[src/rtl/core/qxmm_pkg.sv]
// ----------------------------------------------------------------------------
// qxmm_pkg
// Shared widths, types, register indexes and mix signs for the X-quad mixer.
// ----------------------------------------------------------------------------
package qxmm_pkg;

   localparam int CMD_W      = 11;
   localparam int SUM_W      = 15;   // covers -16384..16383, enough for all mix math
   localparam int NUM_MOTORS = 4;
   localparam int CSR_IDX_W  = 3;

   typedef logic [CMD_W-1:0]        cmd_type;
   typedef logic signed [CMD_W-1:0] corr_type;
   typedef logic signed [SUM_W-1:0] sum_type;
   typedef sum_type                 sum_vec_type [NUM_MOTORS];

   typedef enum logic [CSR_IDX_W-1:0] {
      CSR_MAX_THROTTLE      = 3'd0,
      CSR_MIN_THROTTLE      = 3'd1,
      CSR_STOP_COMMAND      = 3'd2,
      CSR_STICK_CHECK_LEVEL = 3'd3,
      CSR_YAW_REVERSE       = 3'd4
   } csr_index_type;

   localparam int MOTOR_REAR_RIGHT  = 0;
   localparam int MOTOR_FRONT_RIGHT = 1;
   localparam int MOTOR_REAR_LEFT   = 2;
   localparam int MOTOR_FRONT_LEFT  = 3;

   // Negate flags per motor: bit 2 roll, bit 1 pitch, bit 0 yaw.
   localparam logic [2:0] MIX_NEG [NUM_MOTORS] = '{3'b101, 3'b110, 3'b000, 3'b011};

   localparam cmd_type MAX_THROTTLE_RST = 11'd1850;
   localparam cmd_type MIN_THROTTLE_RST = 11'd1150;
   localparam cmd_type STOP_COMMAND_RST = 11'd1000;
   localparam cmd_type STICK_CHECK_RST  = 11'd1100;

   typedef struct packed {
      cmd_type max_thr;
      cmd_type min_thr;
      cmd_type stop_cmd;
      logic    force_min;
      logic    disarm;
   } limit_ctl_type;

   function automatic sum_type apply_sign(input sum_type v, input logic neg);
      return neg ? sum_type'(-v) : v;
   endfunction

   function automatic sum_type widen_cmd(input cmd_type v);
      return sum_type'({{(SUM_W-CMD_W){1'b0}}, v});
   endfunction

   function automatic sum_type widen_corr(input corr_type v);
      return sum_type'({{(SUM_W-CMD_W){v[CMD_W-1]}}, v});
   endfunction

endpackage

[src/rtl/core/qxmm_mix.sv]
// ----------------------------------------------------------------------------
// qxmm_mix
// Forms the four signed motor sums and their maximum.
// ----------------------------------------------------------------------------
module qxmm_mix (
   input  qxmm_pkg::cmd_type     throttle_cmd,
   input  qxmm_pkg::corr_type    roll_corr,
   input  qxmm_pkg::corr_type    pitch_corr,
   input  qxmm_pkg::corr_type    yaw_corr,
   input  logic                  yaw_reverse,
   output qxmm_pkg::sum_vec_type mix_sum,
   output qxmm_pkg::sum_type     peak
);
   import qxmm_pkg::*;

   sum_type thr_w;
   sum_type roll_w;
   sum_type pitch_w;
   sum_type yaw_w;
   sum_type peak_a;
   sum_type peak_b;

   always_comb begin
      thr_w   = widen_cmd(throttle_cmd);
      roll_w  = widen_corr(roll_corr);
      pitch_w = widen_corr(pitch_corr);
      yaw_w   = apply_sign(widen_corr(yaw_corr), yaw_reverse);
   end

   for (genvar m = 0; m < NUM_MOTORS; m++) begin : g_sum
      assign mix_sum[m] = thr_w
                        + apply_sign(roll_w,  MIX_NEG[m][2])
                        + apply_sign(pitch_w, MIX_NEG[m][1])
                        + apply_sign(yaw_w,   MIX_NEG[m][0]);
   end

   // two-level max tree
   always_comb begin
      peak_a = (mix_sum[1] > mix_sum[0]) ? mix_sum[1] : mix_sum[0];
      peak_b = (mix_sum[3] > mix_sum[2]) ? mix_sum[3] : mix_sum[2];
      peak   = (peak_b > peak_a) ? peak_b : peak_a;
   end

endmodule

[src/rtl/core/qxmm_limit.sv]
// ----------------------------------------------------------------------------
// qxmm_limit
// Normalizes one motor sum against the peak, clamps it and applies overrides.
// ----------------------------------------------------------------------------
module qxmm_limit (
   input  qxmm_pkg::sum_type       mix_sum,
   input  qxmm_pkg::sum_type       peak,
   input  qxmm_pkg::limit_ctl_type ctl,
   output qxmm_pkg::cmd_type       motor
);
   import qxmm_pkg::*;

   sum_type hi;
   sum_type lo;
   sum_type norm;
   sum_type clamped;

   always_comb begin
      hi   = widen_cmd(ctl.max_thr);
      lo   = widen_cmd(ctl.min_thr);
      // shift all motors down by the excess over the ceiling
      norm = (peak > hi) ? sum_type'(mix_sum - (peak - hi)) : mix_sum;
      // if the limits cross, sums below lo get lo and all others get hi
      if (norm < lo) begin
         clamped = lo;
      end else if (norm > hi) begin
         clamped = hi;
      end else begin
         clamped = norm;
      end
      if (ctl.disarm) begin
         motor = ctl.stop_cmd;
      end else if (ctl.force_min) begin
         motor = ctl.min_thr;
      end else begin
         motor = clamped[CMD_W-1:0];
      end
   end

endmodule

[src/rtl/core/quad_x_motor_mixer.sv]
// Path: a req transfer is captured in the input register, then in the result
// register, which raises rsp_valid; a stall can hold it in the input register.
// Throughput: one control set per cycle unless the consumer stalls; the mix, max
// tree and clamps sit in one combinational pass between the two registers.
// Reset: synchronous, active high; clears both valid flags and loads the limit
// registers with their defaults (1850 / 1150 / 1000 / 1100, yaw not reversed).
// ----------------------------------------------------------------------------
// quad_x_motor_mixer
// X-quad motor mixer: sums throttle with roll, pitch and yaw corrections,
// normalizes against the ceiling, clamps and applies idle and disarm overrides.
// ----------------------------------------------------------------------------
module quad_x_motor_mixer (
   input  logic                               clock,
   input  logic                               reset,
   // control set
   input  logic                               req_valid,
   output logic                               req_ready,
   input  qxmm_pkg::cmd_type                  req_throttle_cmd,
   input  qxmm_pkg::corr_type                 req_roll_corr,
   input  qxmm_pkg::corr_type                 req_pitch_corr,
   input  qxmm_pkg::corr_type                 req_yaw_corr,
   input  qxmm_pkg::cmd_type                  req_throttle_stick,
   input  logic                               req_alt_hold,
   input  logic                               req_armed,
   // motor commands
   output logic                               rsp_valid,
   input  logic                               rsp_ready,
   output qxmm_pkg::cmd_type                  rsp_motor_rear_right,
   output qxmm_pkg::cmd_type                  rsp_motor_front_right,
   output qxmm_pkg::cmd_type                  rsp_motor_rear_left,
   output qxmm_pkg::cmd_type                  rsp_motor_front_left,
   // register writes
   input  logic                               csr_valid,
   output logic                               csr_ready,
   input  logic [qxmm_pkg::CSR_IDX_W-1:0]     csr_index,
   input  qxmm_pkg::cmd_type                  csr_data
);
   import qxmm_pkg::*;

   // ------------------------------------------------------------------------
   // Configuration registers. Each write is stored on the clock edge; unknown indexes drop.
   // ------------------------------------------------------------------------
   cmd_type max_throttle_ff, max_throttle_in;
   cmd_type min_throttle_ff, min_throttle_in;
   cmd_type stop_command_ff, stop_command_in;
   cmd_type stick_check_ff,  stick_check_in;
   logic    yaw_reverse_ff,  yaw_reverse_in;
   logic    csr_write;

   assign csr_ready = 1'b1;
   assign csr_write = csr_valid && csr_ready;

   always_comb begin
      max_throttle_in = max_throttle_ff;
      min_throttle_in = min_throttle_ff;
      stop_command_in = stop_command_ff;
      stick_check_in  = stick_check_ff;
      yaw_reverse_in  = yaw_reverse_ff;
      if (csr_write) begin
         case (csr_index_type'(csr_index))
            CSR_MAX_THROTTLE:      max_throttle_in = csr_data;
            CSR_MIN_THROTTLE:      min_throttle_in = csr_data;
            CSR_STOP_COMMAND:      stop_command_in = csr_data;
            CSR_STICK_CHECK_LEVEL: stick_check_in  = csr_data;
            CSR_YAW_REVERSE:       yaw_reverse_in  = csr_data[0];
            default:               ;
         endcase
      end
   end

   always_ff @(posedge clock) begin
      if (reset) begin
         max_throttle_ff <= MAX_THROTTLE_RST;
         min_throttle_ff <= MIN_THROTTLE_RST;
         stop_command_ff <= STOP_COMMAND_RST;
         stick_check_ff  <= STICK_CHECK_RST;
         yaw_reverse_ff  <= 1'b0;
      end else begin
         max_throttle_ff <= max_throttle_in;
         min_throttle_ff <= min_throttle_in;
         stop_command_ff <= stop_command_in;
         stick_check_ff  <= stick_check_in;
         yaw_reverse_ff  <= yaw_reverse_in;
      end
   end

   // ------------------------------------------------------------------------
   // Handshake. The result register advances when empty or being drained;
   // the input register advances when its content can move on. Unless the consumer
   // stalls, this is a full-rate two-stage pipe that still accepts while a result waits.
   // ------------------------------------------------------------------------
   logic in_valid_ff,  in_valid_in;
   logic rsp_valid_ff, rsp_valid_in;
   logic rsp_load;
   logic in_load;

   assign rsp_load  = !rsp_valid_ff || rsp_ready;
   assign req_ready = !in_valid_ff || rsp_load;
   assign in_load   = req_valid && req_ready;

   always_comb begin
      in_valid_in  = in_valid_ff;
      rsp_valid_in = rsp_valid_ff;
      if (rsp_load) begin
         rsp_valid_in = in_valid_ff;
      end
      if (req_ready) begin
         in_valid_in = req_valid;
      end
   end

   always_ff @(posedge clock) begin
      if (reset) begin
         in_valid_ff  <= 1'b0;
         rsp_valid_ff <= 1'b0;
      end else begin
         in_valid_ff  <= in_valid_in;
         rsp_valid_ff <= rsp_valid_in;
      end
   end

   assign rsp_valid = rsp_valid_ff;

   // ------------------------------------------------------------------------
   // Input register: capture the control set on each transfer.
   // ------------------------------------------------------------------------
   cmd_type  throttle_ff;
   corr_type roll_ff;
   corr_type pitch_ff;
   corr_type yaw_ff;
   cmd_type  stick_ff;
   logic     alt_hold_ff;
   logic     armed_ff;

   always_ff @(posedge clock) begin
      if (in_load) begin
         throttle_ff <= req_throttle_cmd;
         roll_ff     <= req_roll_corr;
         pitch_ff    <= req_pitch_corr;
         yaw_ff      <= req_yaw_corr;
         stick_ff    <= req_throttle_stick;
         alt_hold_ff <= req_alt_hold;
         armed_ff    <= req_armed;
      end
   end

   // ------------------------------------------------------------------------
   // Mix and limit: four sums and the peak, then per-motor normalize, clamp
   // and overrides (disarm wins over stick idle).
   // ------------------------------------------------------------------------
   sum_vec_type   mix_sum;
   sum_type       peak;
   limit_ctl_type limit_ctl;
   cmd_type       motor_cmd [NUM_MOTORS];

   qxmm_mix u_mix (
      .throttle_cmd (throttle_ff),
      .roll_corr    (roll_ff),
      .pitch_corr   (pitch_ff),
      .yaw_corr     (yaw_ff),
      .yaw_reverse  (yaw_reverse_ff),
      .mix_sum      (mix_sum),
      .peak         (peak)
   );

   always_comb begin
      limit_ctl.max_thr   = max_throttle_ff;
      limit_ctl.min_thr   = min_throttle_ff;
      limit_ctl.stop_cmd  = stop_command_ff;
      limit_ctl.force_min = (stick_ff < stick_check_ff) && !alt_hold_ff;
      limit_ctl.disarm    = !armed_ff;
   end

   for (genvar m = 0; m < NUM_MOTORS; m++) begin : g_limit
      qxmm_limit u_limit (
         .mix_sum (mix_sum[m]),
         .peak    (peak),
         .ctl     (limit_ctl),
         .motor   (motor_cmd[m])
      );
   end

   // ------------------------------------------------------------------------
   // Result register: hold while the consumer stalls.
   // ------------------------------------------------------------------------
   cmd_type motor_rr_ff;
   cmd_type motor_fr_ff;
   cmd_type motor_rl_ff;
   cmd_type motor_fl_ff;

   always_ff @(posedge clock) begin
      if (rsp_load && in_valid_ff) begin
         motor_rr_ff <= motor_cmd[MOTOR_REAR_RIGHT];
         motor_fr_ff <= motor_cmd[MOTOR_FRONT_RIGHT];
         motor_rl_ff <= motor_cmd[MOTOR_REAR_LEFT];
         motor_fl_ff <= motor_cmd[MOTOR_FRONT_LEFT];
      end
   end

   assign rsp_motor_rear_right  = motor_rr_ff;
   assign rsp_motor_front_right = motor_fr_ff;
   assign rsp_motor_rear_left   = motor_rl_ff;
   assign rsp_motor_front_left  = motor_fl_ff;

`ifndef SYNTH
   // A captured item must not vanish while the result register is blocked.
   a_in_hold: assert property (@(posedge clock) disable iff (reset)
      (in_valid_ff && !rsp_load) |=> in_valid_ff)
      else $error("input stage dropped an item");

   // Disarmed item yields the stop command on the rear-right and front-left motors.
   a_disarm_stop: assert property (@(posedge clock) disable iff (reset)
      (rsp_load && in_valid_ff && !armed_ff) |=>
         (rsp_motor_rear_right == $past(stop_command_ff)) &&
         (rsp_motor_front_left == $past(stop_command_ff)))
      else $error("disarmed result differs from stop command");

   // Armed result never exceeds the ceiling when the limits are ordered.
   a_ceiling: assert property (@(posedge clock) disable iff (reset)
      (rsp_load && in_valid_ff && armed_ff && (max_throttle_ff >= min_throttle_ff)) |=>
         (rsp_motor_rear_right <= $past(max_throttle_ff)) &&
         (rsp_motor_front_right <= $past(max_throttle_ff)) &&
         (rsp_motor_rear_left <= $past(max_throttle_ff)) &&
         (rsp_motor_front_left <= $past(max_throttle_ff)))
      else $error("motor command above max throttle");
`endif

endmodule
[config.mk]
export PLATFORM = sky130hd
export DESIGN_NAME = quad_x_motor_mixer
export DESIGN_NICKNAME = d
export VERILOG_FILES = /design/src/rtl/core/qxmm_pkg.sv /design/src/rtl/core/qxmm_mix.sv /design/src/rtl/core/qxmm_limit.sv /design/src/rtl/core/quad_x_motor_mixer.sv
export SDC_FILE = /design/constraint.sdc
export NUM_CORES = 1
export LEC_CHECK = 0
export CAP_MARGIN = 20
export CELL_PAD_IN_SITES_DETAIL_PLACEMENT = 1
export CELL_PAD_IN_SITES_GLOBAL_PLACEMENT = 1
export CORE_MARGIN = 1.5
export CORE_UTILIZATION = 52
export DETAILED_ROUTE_END_ITERATION = 6
export DONT_BUFFER_PORTS = 1
export PLACE_DENSITY = 0.84
export SLEW_MARGIN = 20
export SYNTH_ARGS = -nofsm -noshare
export SYNTH_HDL_FRONTEND = slang
export SYNTH_SLANG_ARGS = --single-unit
export TNS_END_PERCENT = 5
[constraint.sdc]
create_clock -name clock -period 21.9 [get_ports clock]
set_input_delay 1.095 -clock clock [delete_from_list [all_inputs] [get_ports clock]]
set_output_delay 1.095 -clock clock [all_outputs]
set_load 0.005 [all_outputs]
# [Word level (Yosys, flattened, before mapping)]
# Index checks and enable logic that the tools add are counted.
[totals] ff_bits=148 inputBits=76 out_inout_bits=47 elab_cells=92
[op_classes] add_sub_neg=19 magnitude_cmp=13 eq_ne=4 mux=24 n_reduce_logical=14
[ops] op="$mux W11" count=16
[ops] op="$mux W15" count=8
[ops] op="$add A15 B15 Y15" count=5
[ops] op="$gt A15 B12 Y1" count=5
[ops] op="$lt A15 B12 Y1" count=4
[ops] op="$sub A15 B15 Y15" count=4
[ops] op="$gt A15 B15 Y1" count=3
[ops] op="$neg A11 Y15" count=3
[ops] op="$add A12 B15 Y15" count=1
[ops] op="$add A13 B15 Y15" count=1
[ops] op="$add A15 B11 Y15" count=1
[ops] op="$neg A15 Y15" count=1
[ops] op="$sub A15 B12 Y15" count=1
[ops] op="$add A13 B11 Y14" count=1
[ops] op="$add A12 B11 Y13" count=1
[ops] op="$lt A11 B11 Y1" count=1
[ops] op="$reduce_and A2 Y1" count=5
[ops] op="$eq A3 B2 Y1 const B" count=2
[ops] op="$eq A3 B1 Y1 const B" count=1
[ops] op="$eq A3 B3 Y1 const B" count=1
[ops] op="$logic_and A1 B1 Y1" count=3
[ops] op="$logic_not A1 Y1" count=3
[ops] op="$logic_not A3 Y1" count=1
[ops] op="$logic_or A1 B1 Y1" count=2

# [Longest topological paths before layout]
# Gate-level depths: netlist of run 1.
[depth] ltp_word=16 mapped_depth=84 ltp_nobuf=78

# [By module]
# From an unflattened synthesis of run 1, not the netlist that was laid out.
[hier_totals] cells_unflattened=2604 hier_area_um2=22255.1
[modules_own_cells] mod="qxmm_mix" instances=1 cells_each=964 area_each_um2=7297.0 seq_area_each_um2=0.0
[modules_own_cells] mod="qxmm_limit at g_limit[1].u_limit ..." instances=2 cells_each=326 area_each_um2=2539.9 seq_area_each_um2=0.0
[modules_own_cells] mod="quad_x_motor_mixer" instances=1 cells_each=340 area_each_um2=5051.1 seq_area_each_um2=3973.8
[modules_own_cells] mod="qxmm_limit at g_limit[3].u_limit" instances=1 cells_each=322 area_each_um2=2453.6 seq_area_each_um2=0.0
[modules_own_cells] mod="qxmm_limit at g_limit[0].u_limit" instances=1 cells_each=326 area_each_um2=2373.5 seq_area_each_um2=0.0

# [Worst setup path before layout of run 1]
# OpenSTA, ideal clock, no wires.
[synth_timing] path_kind="flip-flop to flip-flop" start="register yaw_ff[0]" end="register motor_rl_ff[2], in the netlist rsp_motor_rear_left[2] (data pin)" setup_time_ns=0.255 t_arrival_ns=14.486 required_ns=21.645 path_slack_ns=7.158 stages_incl_launch_ff=73 n_path_buf=9 period_less_slack_ns=14.742 path_cell_list="edfxtp_1 -> inv_1 -> ha_1 -> nand2_1 -> o21ai_0 -> or3_1 -> nor3_1 -> nand3_1 -> xor2_1 -> fa_1 -> ha_1 -> a211o_1 -> o211a_1 -> a211o_1 -> a21oi_1 -> xnor2_1 -> ha_1 -> and3_1 -> (+37 left out) -> o21ai_0 -> ha_1 -> o21a_1 -> o21ai_0 -> nand2b_1 -> a21oi_1 -> nor2b_1 -> o21ai_0 -> nand2b_1 -> a21oi_1 -> o21ai_0 -> o31a_1 -> or4_1 -> buf_2 -> and2_1 -> buf_6 -> a2111o_1 -> a31o_1"
[synth_between] elab_chain_len=16 word_cells_on_any_way=23 classes_between="add/sub (8); order compare (6); mux (9)"
[synth_lines] item="start: declaration" line_no="quad_x_motor_mixer.sv:130" rtl="corr_type yaw_ff;"
[synth_lines] item="start signal: assignment" line_no="quad_x_motor_mixer.sv:140" rtl="yaw_ff <= req_yaw_corr;"
[synth_lines] item="$neg A11 Y15" line_no="qxmm_pkg.sv:47" rtl="return neg ? sum_type'(-v) : v;"
[synth_lines] item="$mux W15 (*)" line_no="qxmm_pkg.sv:47"
[synth_lines] item="$neg A15 Y15" line_no="qxmm_pkg.sv:47"
[synth_lines] item="$add A15 B15 Y15" line_no="qxmm_mix.sv:34" rtl="+ apply_sign(yaw_w, MIX_NEG[m][0]);"
[synth_lines] item="$gt A15 B15 Y1, on equally long branches" line_no="qxmm_mix.sv:40, qxmm_mix.sv:39"
[synth_lines] item="$mux W15, on equally long branches" line_no="qxmm_mix.sv:40, qxmm_mix.sv:39"
[synth_lines] item="$gt A15 B15 Y1" line_no="qxmm_mix.sv:41" rtl="peak = (peak_b > peak_a) ? peak_b : peak_a;"
[synth_lines] item="$mux W15" line_no="qxmm_mix.sv:41"
[synth_lines] item="$sub A15 B12 Y15" line_no="qxmm_limit.sv:22" rtl="norm = (peak > hi) ? sum_type'(mix_sum - (peak - hi)) : mix_sum;"
[synth_lines] item="$sub A15 B15 Y15" line_no="qxmm_limit.sv:22"
[synth_lines] item="$mux W15 (*)" line_no="qxmm_limit.sv:22"
[synth_lines] item="$gt A15 B12 Y1" line_no="qxmm_limit.sv:26" rtl="end else if (norm > hi) begin"
[synth_lines] item="$mux W11" line_no="qxmm_limit.sv:26"
[synth_lines] item="$mux W11 (*)" line_no="qxmm_limit.sv:24" rtl="if (norm < lo) begin"
[synth_lines] item="$mux W11 (*)" line_no="qxmm_limit.sv:33" rtl="end else if (ctl.force_min) begin"
[synth_lines] item="$mux W11 (*)" line_no="qxmm_limit.sv:31" rtl="if (ctl.disarm) begin"
[synth_lines] item="named net g_limit[2].u_limit.motor[2]" line_no="qxmm_limit.sv:9" rtl="output qxmm_pkg::cmd_type motor"
[synth_lines] item="end signal: assignment" line_no="quad_x_motor_mixer.sv:195" rtl="motor_rl_ff <= motor_cmd[MOTOR_REAR_LEFT];"
[synth_lines] item="end: declaration" line_no="quad_x_motor_mixer.sv:188" rtl="cmd_type motor_rl_ff;"
# Mark *: on every way through the listed nets, which the timed path passes. The rest lies on a longest branch.
# A chain may end at the register's enable or synchronous reset.

# [Worst setup path in the final report of run 1]
[layout_timing] start="register yaw_ff[0]" end="register motor_rl_ff[3], in the netlist rsp_motor_rear_left[3] (data pin)"
# The elaborated chain is that of the path after synthesis.

==> impl_metrics.toml, run 1 <==
[yosys]
synth_edf_count = 101
synth.area.top_cells = "ha_1 19%, edfxtp_1 16%, fa_1 5.6%"
synth_cell_types = 89
synth-seq-area-share_pct = 21.0
ys_ff_latch = 148
ys_async_sr_fraction_pct = 0
ys_warn_count = 0
yosysTopAreaCellShare_pct = 18.7
yosysTopAreaCell = "ha_1"
netlist_instances = 2190
syn_nets = 2601
syn_area_per_cell_um2 = 8.62
synthesis.area_um2 = 18900
ys.flop_type = "edfxtp_1"

[layout]
area_growth_pct = 6.17
fin_cells = 2658
num_antenna_cells = 0
drive_gt1_share_pct = 5.01
fillers = 4184
seqCellArea_um2 = 3970
fin_nets = 2595
multiInputGateArea_um2 = 14100

[critical_path]
end_kind = "register"
cpPeakStageDelay_ps = 760
cp_common_cell = "o21ai_0"
startpoint_type = "register"
r2r_cells = 62
worstPathMaxFanout = 31
required_ps = 22110
slowest_stage = "xnor2_1"
critical_path_class = "reg -> reg"
critPathArrivalTime_ps = 18500

[clock_network]
cts_sinks = 148
cts_hold_buffers = 0
clk_latency_ps = 470
post_cts_buffers = 0
clk_pin_slew_ps = 80
cts_tree = "yes"
cts_inserted_buffers = 17
root_buffer = "clkbuf_16"
cts.repair.resized = 0
cts_max_level = 4
cts_buffer_depth = 2

[routing]
vias = 17800
drt_wl_total_mm = 74.0
drc_errors = 7
ant_nets = 0
via_per_inst = 6.68
wire_per_inst_um = 27.9
drt_first_pass_iters = 7
drt-initial-drc-count = 1389

[floorplan]
core-area_um2 = 35700
placementRows = 69
io_pins = 123
die_area_um2 = 37500
die_x_um = 194
die_h_um = 194
start_util_pct = 53.0

[worst_hold_path]
hold_class = "reg -> reg"
worstHoldPathCells = 2

[sta]
post-route-min-period_ps = 18290
tns_ps = 0
min_period_over_period_pct = 83.5
fin_skew_ps = 18.6
rsz0062_at_grt = "false"
clock.fmax_ghz = 0.0547
worst_slew_pin_slew_ps = 1010
drv_slew = 0
final-setup-viol-count = 0
finalHoldViolCount = 0
max_slew_margin_pct = 31.9

[placed_design]
place_hpwl_mm = 60.0
dpl.cell_count = 2624
gp_congestion = 0.992
io_buffer_count = 0

[grt]
grt_pass1_vias = 18500
antenna_found_initial = 0
grt_usage_pct = 39.0
grt_max_degree = 62
grt_pass1_wl_mm = 111
grt-ovfl-total = 0

[flow_run]
drv_cap = 0

[outcome]
violations = "design-rule violations"
status = "finished with violations"
-- worst paths after layout --
kind,end,slack (ps),startpoint
worst max-delay path,rsp_motor_rear_left[3],3610,yaw_ff[0]
worst min register to register,stick_check_ff[0],450,stick_check_ff[0]
worst max register to register,rsp_motor_rear_left[3],3610,yaw_ff[0]
worst min-delay path,stick_check_ff[0],450,stick_check_ff[0]
-- through the flow --
stage / worst slack [ps] / cell area (um^2) / hold slack (ps) / utilization, %
floorplan: 7160 / 18900 / 436 / -
global placement: 4520 / 19400 / 438 / 54.5
detailed placement: 4030 / 19400 / 448 / 54.5
CTS: 3930 / 20000 / 458 / 56.2
global route: 2810 / 20100 / 476 / 56.2
finish: 3610 / 20100 / 455 / 56.2
-- routing by layer --
metal | global-route usage [%] | vias up | wire length, um | share of wire, %
li1 | - | 7973 | - | -
met1 | 46.5 | 8825 | 29900 | 40
met3 | 5.18 | 230 | 4030 | 5.4
met4 | 22.0 | 0 | 4500 | 6.1
met2 | 67.8 | 726 | 35600 | 48
met5 | 0 | - | 0 | 0
-- placed cells by master (no fill, tap or decap), drive strengths merged, types with 55 or more instances in the layout --
cell type  count
a21o          58
a21oi        176
edfxtp       101
ha           282
inv          172
mux2i         65
nand2        143
nor2         189
nor2b         55
o21ai        127
xnor2        110
xor2          60
-- worst max-delay path: cells and delay by family, from the launching register on --
family,cells,cell delay [ps]
compound gates,28,7080
simple gates,19,4740
fa+ha+maj,9,3390
xor+xnor,2,1110
mux,2,560
flops,1,520
buf+inv,2,520
-- Yosys cell counts, types with 18 or more instances --
cell type  count
inv_1        161
o21bai_1      22
fa_1          53
a221oi_1      22
a21o_1        58
ha_1         282
nand3_1       46
o31ai_1       18
nor2b_1       55
xor2_1        60
nor2_1       187
mux2i_1       64
o22ai_1       21
nand2_1      143
o21ai_0      123
xnor2_1      109
a21oi_1      176
dfxtp_1       47
nand4_1       20
o21a_1        21
clkbuf_1      41
a211o_1       26
edfxtp_1     101
a31oi_1       23
nor3_1        35
nand2b_1      35
-- cells by family after synthesis --
family / synth area share [%]
flip-flops: 21.0
AND/OR/NAND/NOR: 15.5
buffers and inverters: 4.58
XOR/XNOR: 8.16
adder cells (fa/ha/maj): 24.7
other: 0.0199
multiplexers: 4.19
AO/OA/AOI/OAI: 21.8
-- final cells by class --
type	count	share of cell area (%)
inverter	163	3.05
tap	461	2.88
sequential	148	19.8
clock inverter	15	0.799
timing repair buffer	31	1.21
multi-input combinational	1823	70.1
clock buffer	17	2.12
Power of run 1 is left out: the tool's default activity adds up to more than one toggle a clock period on the data nets, which glitch-free logic cannot reach.
==> inputs of run 2 (changes only) <==
Settings changed: ABC_AREA from default to 1, CORE_UTILIZATION 52 to 44, PLACE_DENSITY 0.84 to 0.78.
Clock period 21.9 ns to 15.6 ns, I/O delays scaled along.
==> run 2 against run 1 <==
The flow now finishes without violations. Largest cell class unchanged. Area after synthesis shrank 0.47%. Non-clock buffer count shrank 13. Count of clock-buffer cells in the layout grew 3. Worst hold slack lost 110 ps. Utilization shrank 8.6 points. Sequential cell count is the same. First-iteration DRC count shrank 43%. Critical path type unchanged. Global-route usage shrank 8.2 points. Worst setup slack lost 2700 ps. Clock skew grew 21 ps. Routed wire length shrank 9.2%. Die area grew 17%.
==> impl_metrics.toml, run 2 <==
[outcome]
status = "completed"

[sta]
final-setup-viol-count = 0
max_slew_margin_pct = 31.9
drv_slew = 0
finalHoldViolCount = 0
min_period_over_period_pct = 94.0
post-route-min-period_ps = 14660
worst_slew_pin_slew_ps = 1020
clock.fmax_ghz = 0.0682
fin_skew_ps = 40.0

[worst_hold_path]
hold_class = "in -> reg"
min_from = "req_pitch_corr[6]"

[critical_path]
rr_endpoint = "rsp_motor_front_right[7]"
r2r_cells = 71
rr_startpoint = "yaw_ff[0]"
cp.depth = 71
cp.buffers_inverters = 8
end_kind = "register"
cp_common_cell = "nand2_1"
startpoint_type = "register"
slowest_stage = "fa_1"
worstPathMaxFanout = 28
critPathArrivalTime_ps = 14910
r2r_setup_slack_ps = 940
cpPeakStageDelay_ps = 480
crit_family = "compound AO/OA/AOI/OAI gates"
required_ps = 15850
startpoint = "yaw_ff[0]"
critical_path_class = "reg -> reg"
crit_end = "rsp_motor_front_right[7]"

[yosys]
synth_edf_count = 101
synth_cell_types = 60
yosysTopAreaCellShare_pct = 18.8
syn_nets = 2984
yosys-top-cells-count = "573 x nand2_1, 334 x inv_1, 282 x ha_1"
ys_warn_count = 0
yosysTopAreaCell = "ha_1"
netlist_instances = 2573
ys_ff_latch = 148
ys.flop_type = "edfxtp_1"
syn_area_per_cell_um2 = 7.31
synth.area.top_cells = "ha_1 19%, edfxtp_1 16%, nand2_1 11%"
synthesis.area_um2 = 18800
ys_async_sr_fraction_pct = 0
synth-seq-area-share_pct = 21.1
synth_most_common_cell = "nand2_1"

[routing]
drt-initial-drc-count = 796
via_per_inst = 5.71
ant_nets = 0
drc_errors = 0
vias = 17700
wire_per_inst_um = 21.6
drt_wl_total_mm = 67.3
drt_first_pass_iters = 4

[layout]
layout_common_cells = "572 x nand2_1, 332 x inv_1, 282 x ha_1, 208 x a21oi_1, 190 x nand3_1"
fin_nets = 2968
drive_gt1_share_pct = 5.88
fillers = 5293
fin_cells = 3109
num_antenna_cells = 0
final_common_cell = "nand2_1"
area_growth_pct = 6.63

[clock_network]
cts_tree = "yes"
root_buffer = "clkbuf_16"
cts_sinks = 148
cts_buffer_depth = 2
cts_max_level = 4
cts_inserted_buffers = 17
cts_hold_buffers = 0
clk_latency_ps = 530
clk_pin_slew_ps = 90

[grt]
grt-ovfl-total = 0
grt_pass1_wl_mm = 103
grt_max_degree = 67
antenna_found_initial = 1
grt_usage_pct = 30.8
grt_pass1_vias = 18700

[floorplan]
core-area_um2 = 42000
placementRows = 75
die_area_um2 = 44000
io_pins = 123
die_x_um = 210
die_h_um = 210
start_util_pct = 44.7

[flow_run]
drv_cap = 0

[placed_design]
gp_congestion = 0.951
io_buffer_count = 0
place_hpwl_mm = 56.3
dpl.cell_count = 3073
## run 2: cell type report
class	instances	area, um^2	share of cell area [%]
timing repair buffer	18	135	0.674
tap	539	674	3.36
clock inverter	12	150	0.749
sequential	148	3970	19.8
inverter	362	1360	6.80
clock buffer	20	468	2.33
multi-input combinational	2010	13300	66.3
## run 2: how the worst min path moves through the flow
stage,endpoint,cells after the start
3_5_place_dp,stop_command_ff[8],2
5_1_grt,throttle_ff[5],0
2_1_floorplan,stop_command_ff[3],2
3_3_place_gp,stop_command_ff[8],2
6_report,pitch_ff[6],0
4_1_cts,in_valid_ff,1
## run 2: routing by layer
metal / share of wire, % / global-route usage, % / wire length, um / vias to the layer above
li1: - / - / - / 8574
met1: 40 / 34.1 / 27100 / 8529
met2: 51 / 57.0 / 34300 / 457
met3: 3.5 / 4.07 / 2350 / 182
met4: 5.2 / 16.9 / 3530 / 2
met5: 0.028 / 0 / 19 / -
## run 2: metrics by stage
stage / util [%] / TNS (ps) / area, um^2 / setup slack (ps) / hold slack [ps]
floorplan: - / 0 / 18800 / 3760 / 429
global placement: 46.0 / 0 / 19300 / 592 / 448
detailed placement: 46.0 / 0 / 19300 / 96.8 / 446
CTS: 47.4 / 0 / 19900 / 83.6 / 309
global route: 47.7 / -0.0995 / 20000 / -0.0995 / 337
finish: 47.7 / 0 / 20000 / 941 / 342
## run 2: worst reg2reg max path: cells and delay by family, from the launching register on
kind / cells / cell delay [ps]
buffers and inverters: 8 / 1050
DFF: 1 / 460
adders and majority gates: 8 / 2560
AOI/OAI and AO/OA: 23 / 4810
xor gates and xnor gates: 5 / 1350
and+or+nand+nor: 27 / 4160
## run 2: repair_timing
item / in CTS / in global routing
buffers inserted: 0 / 2
setup endpoints to repair: 0 / 44
resized for setup: 0 / 27
## run 2: cell families after synthesis
logic type / share of synthesized area, %
AO/OA/AOI/OAI: 15.4
XOR/XNOR: 7.12
adder cells (fa/ha/maj): 24.4
buffers and inverters: 8.73
flip-flops: 21.1
other: 0.0199
AND/OR/NAND/NOR: 23.1
Power of run 2 is left out for the same reason.
==> inputs of run 3 (changes only) <==
Settings changed: CORE_UTILIZATION 44 to 45, CTS_BUF_LIST from default to sky130_fd_sc_hd__clkbuf_8, PLACE_DENSITY 0.78 to 0.8.
==> run 3 against run 2 <==
The run now ends with design-rule violations left. Cell count shrank 0.26%. Global-route usage grew 0.81 points. Sequential share of layout area rose by 0.20 points. Cell area down 0.97%. Critical path depth decreased by 3. Count of clock-buffer cells in the layout decreased by 2. Sequential cell count unchanged. Maximum frequency up 1.8%. Non-clock buffer count is 2 lower. Register-to-register slack improved by 260 ps. Routed wire length increased by 0.71%. Critical path type unchanged.
==> impl_metrics.toml, run 3 (synthesized netlist as in run 2, its figures left out) <==
[critical_path]
crit_end = "rsp_motor_front_left[3]"
startpoint_type = "register"
slowest_stage = "fa_1"
required_ps = 15900
cpPeakStageDelay_ps = 500
critical_path_class = "reg -> reg"
rr_startpoint = "throttle_ff[2]"
worstPathMaxFanout = 28
startpoint = "throttle_ff[2]"
rr_endpoint = "rsp_motor_front_left[3]"
critPathArrivalTime_ps = 14700
end_kind = "register"
cp_common_cell = "nand2_1"
r2r_setup_slack_ps = 1210
r2r_cells = 68

[clock_network]
root_buffer = "clkbuf_8"
cts_max_level = 4
clk_latency_ps = 600
cts_inserted_buffers = 17
cts_tree = "yes"
cts_hold_buffers = 0
cts_buffer_depth = 2
cts_sinks = 148
clk_pin_slew_ps = 150

[sta]
finalHoldViolCount = 0
rsz0062_at_grt = "false"
drv_slew = 0
tns_ps = 0
final-setup-viol-count = 0
worst_slew_pin_slew_ps = 1020
max_slew_margin_pct = 32.0
fin_skew_ps = 55.0
min_period_over_period_pct = 92.3
clock.fmax_ghz = 0.0695
post-route-min-period_ps = 14390

[routing]
via_per_inst = 5.74
drt-initial-drc-count = 888
vias = 17800
wire_per_inst_um = 21.8
drt_wl_total_mm = 67.7
ant_nets = 0
drc_errors = 22
drt_first_pass_iters = 7

[grt]
grt_usage_pct = 31.6
grt_max_degree = 50
antenna_found_initial = 2
grt_pass1_vias = 19100
grt_pass1_wl_mm = 105
grt-ovfl-total = 0

[floorplan]
start_util_pct = 45.8
core-area_um2 = 41000
placementRows = 74
die_h_um = 207
die_area_um2 = 43000
die_x_um = 207
io_pins = 123

[layout]
fillers = 5261
area_growth_pct = 5.59
drive_gt1_share_pct = 5.84
final_common_cell = "nand2_1"
fin_nets = 2965
layout_common_cells = "570 x nand2_1, 333 x inv_1, 282 x ha_1, 208 x a21oi_1, 190 x nand3_1"

[worst_hold_path]
hold_class = "in -> reg"

[flow_run]
drv_cap = 0

[outcome]
status = "finished with violations"
violations = "design-rule violations"

[placed_design]
io_buffer_count = 0
place_hpwl_mm = 57.0
gp_congestion = 0.964
run 3: cell type report:
| type | count | area, um^2 | area share [%] |
|---|---|---|---|
| multi-input cells | 2009 | 13300 | 66.9 |
| clock buffers | 18 | 248 | 1.25 |
| well taps | 532 | 666 | 3.35 |
| flip-flops and latches | 148 | 3980 | 20.0 |
| repair buffers | 16 | 131 | 0.662 |
| diodes | 2 | 5.00 | 0.0252 |
| inverters | 362 | 1360 | 6.85 |
| clock inverters | 14 | 181 | 0.914 |
run 3: metrics by stage:
stage | utilization, % | area [um^2] | setup WS (ps) | hold slack [ps] | std cells
detailed placement | 47.1 | 19300 | 187 | 453 | 3065
finish | 48.4 | 19800 | 1210 | 253 | 3101
CTS | 48.1 | 19700 | 93.4 | 210 | 3097
global route | 48.4 | 19800 | 26.0 | 238 | 3100
floorplan | - | 18800 | 3760 | 429 | 2573
global placement | 47.1 | 19300 | 629 | 447 | 3065
run 3: layer usage:
layer	up-vias	GRT usage [%]	part of all wire [%]
met5	-	0	0
met4	0	18.6	5.8
met2	442	57.8	51
met3	177	4.52	3.3
li1	8567	-	-
met1	8611	34.8	40
run 3: worst min path at each step:
stage | startpoint | endpoint | slack, ps | cells past startpoint
5_1_grt | req_yaw_corr[6] | yaw_ff[6] | 240 | 0
3_3_place_gp | stop_command_ff[9] | stop_command_ff[9] | 450 | 2
4_1_cts | req_yaw_corr[6] | yaw_ff[6] | 210 | 0
2_1_floorplan | stop_command_ff[3] | stop_command_ff[3] | 430 | 2
6_report | req_yaw_corr[5] | yaw_ff[5] | 250 | 0
3_5_place_dp | stop_command_ff[6] | stop_command_ff[6] | 450 | 2
run 3: timing repair:
action | CTS | global route
setup endpoints to repair | 0 | 44
resized for setup | 0 | 29
buffers inserted | 0 | 0
run 3: worst max-delay path: cells and delay by family (launching register included):
kind                     cells  cell delay [ps]
adder cells (fa/ha/maj)      7             2690
AND/OR/NAND/NOR             27             3530
flip-flops                   1              420
AO/OA/AOI/OAI               21             5150
XOR/XNOR                     4             1210
buffers and inverters        9             1080
Power of run 3 is left out for the same reason.
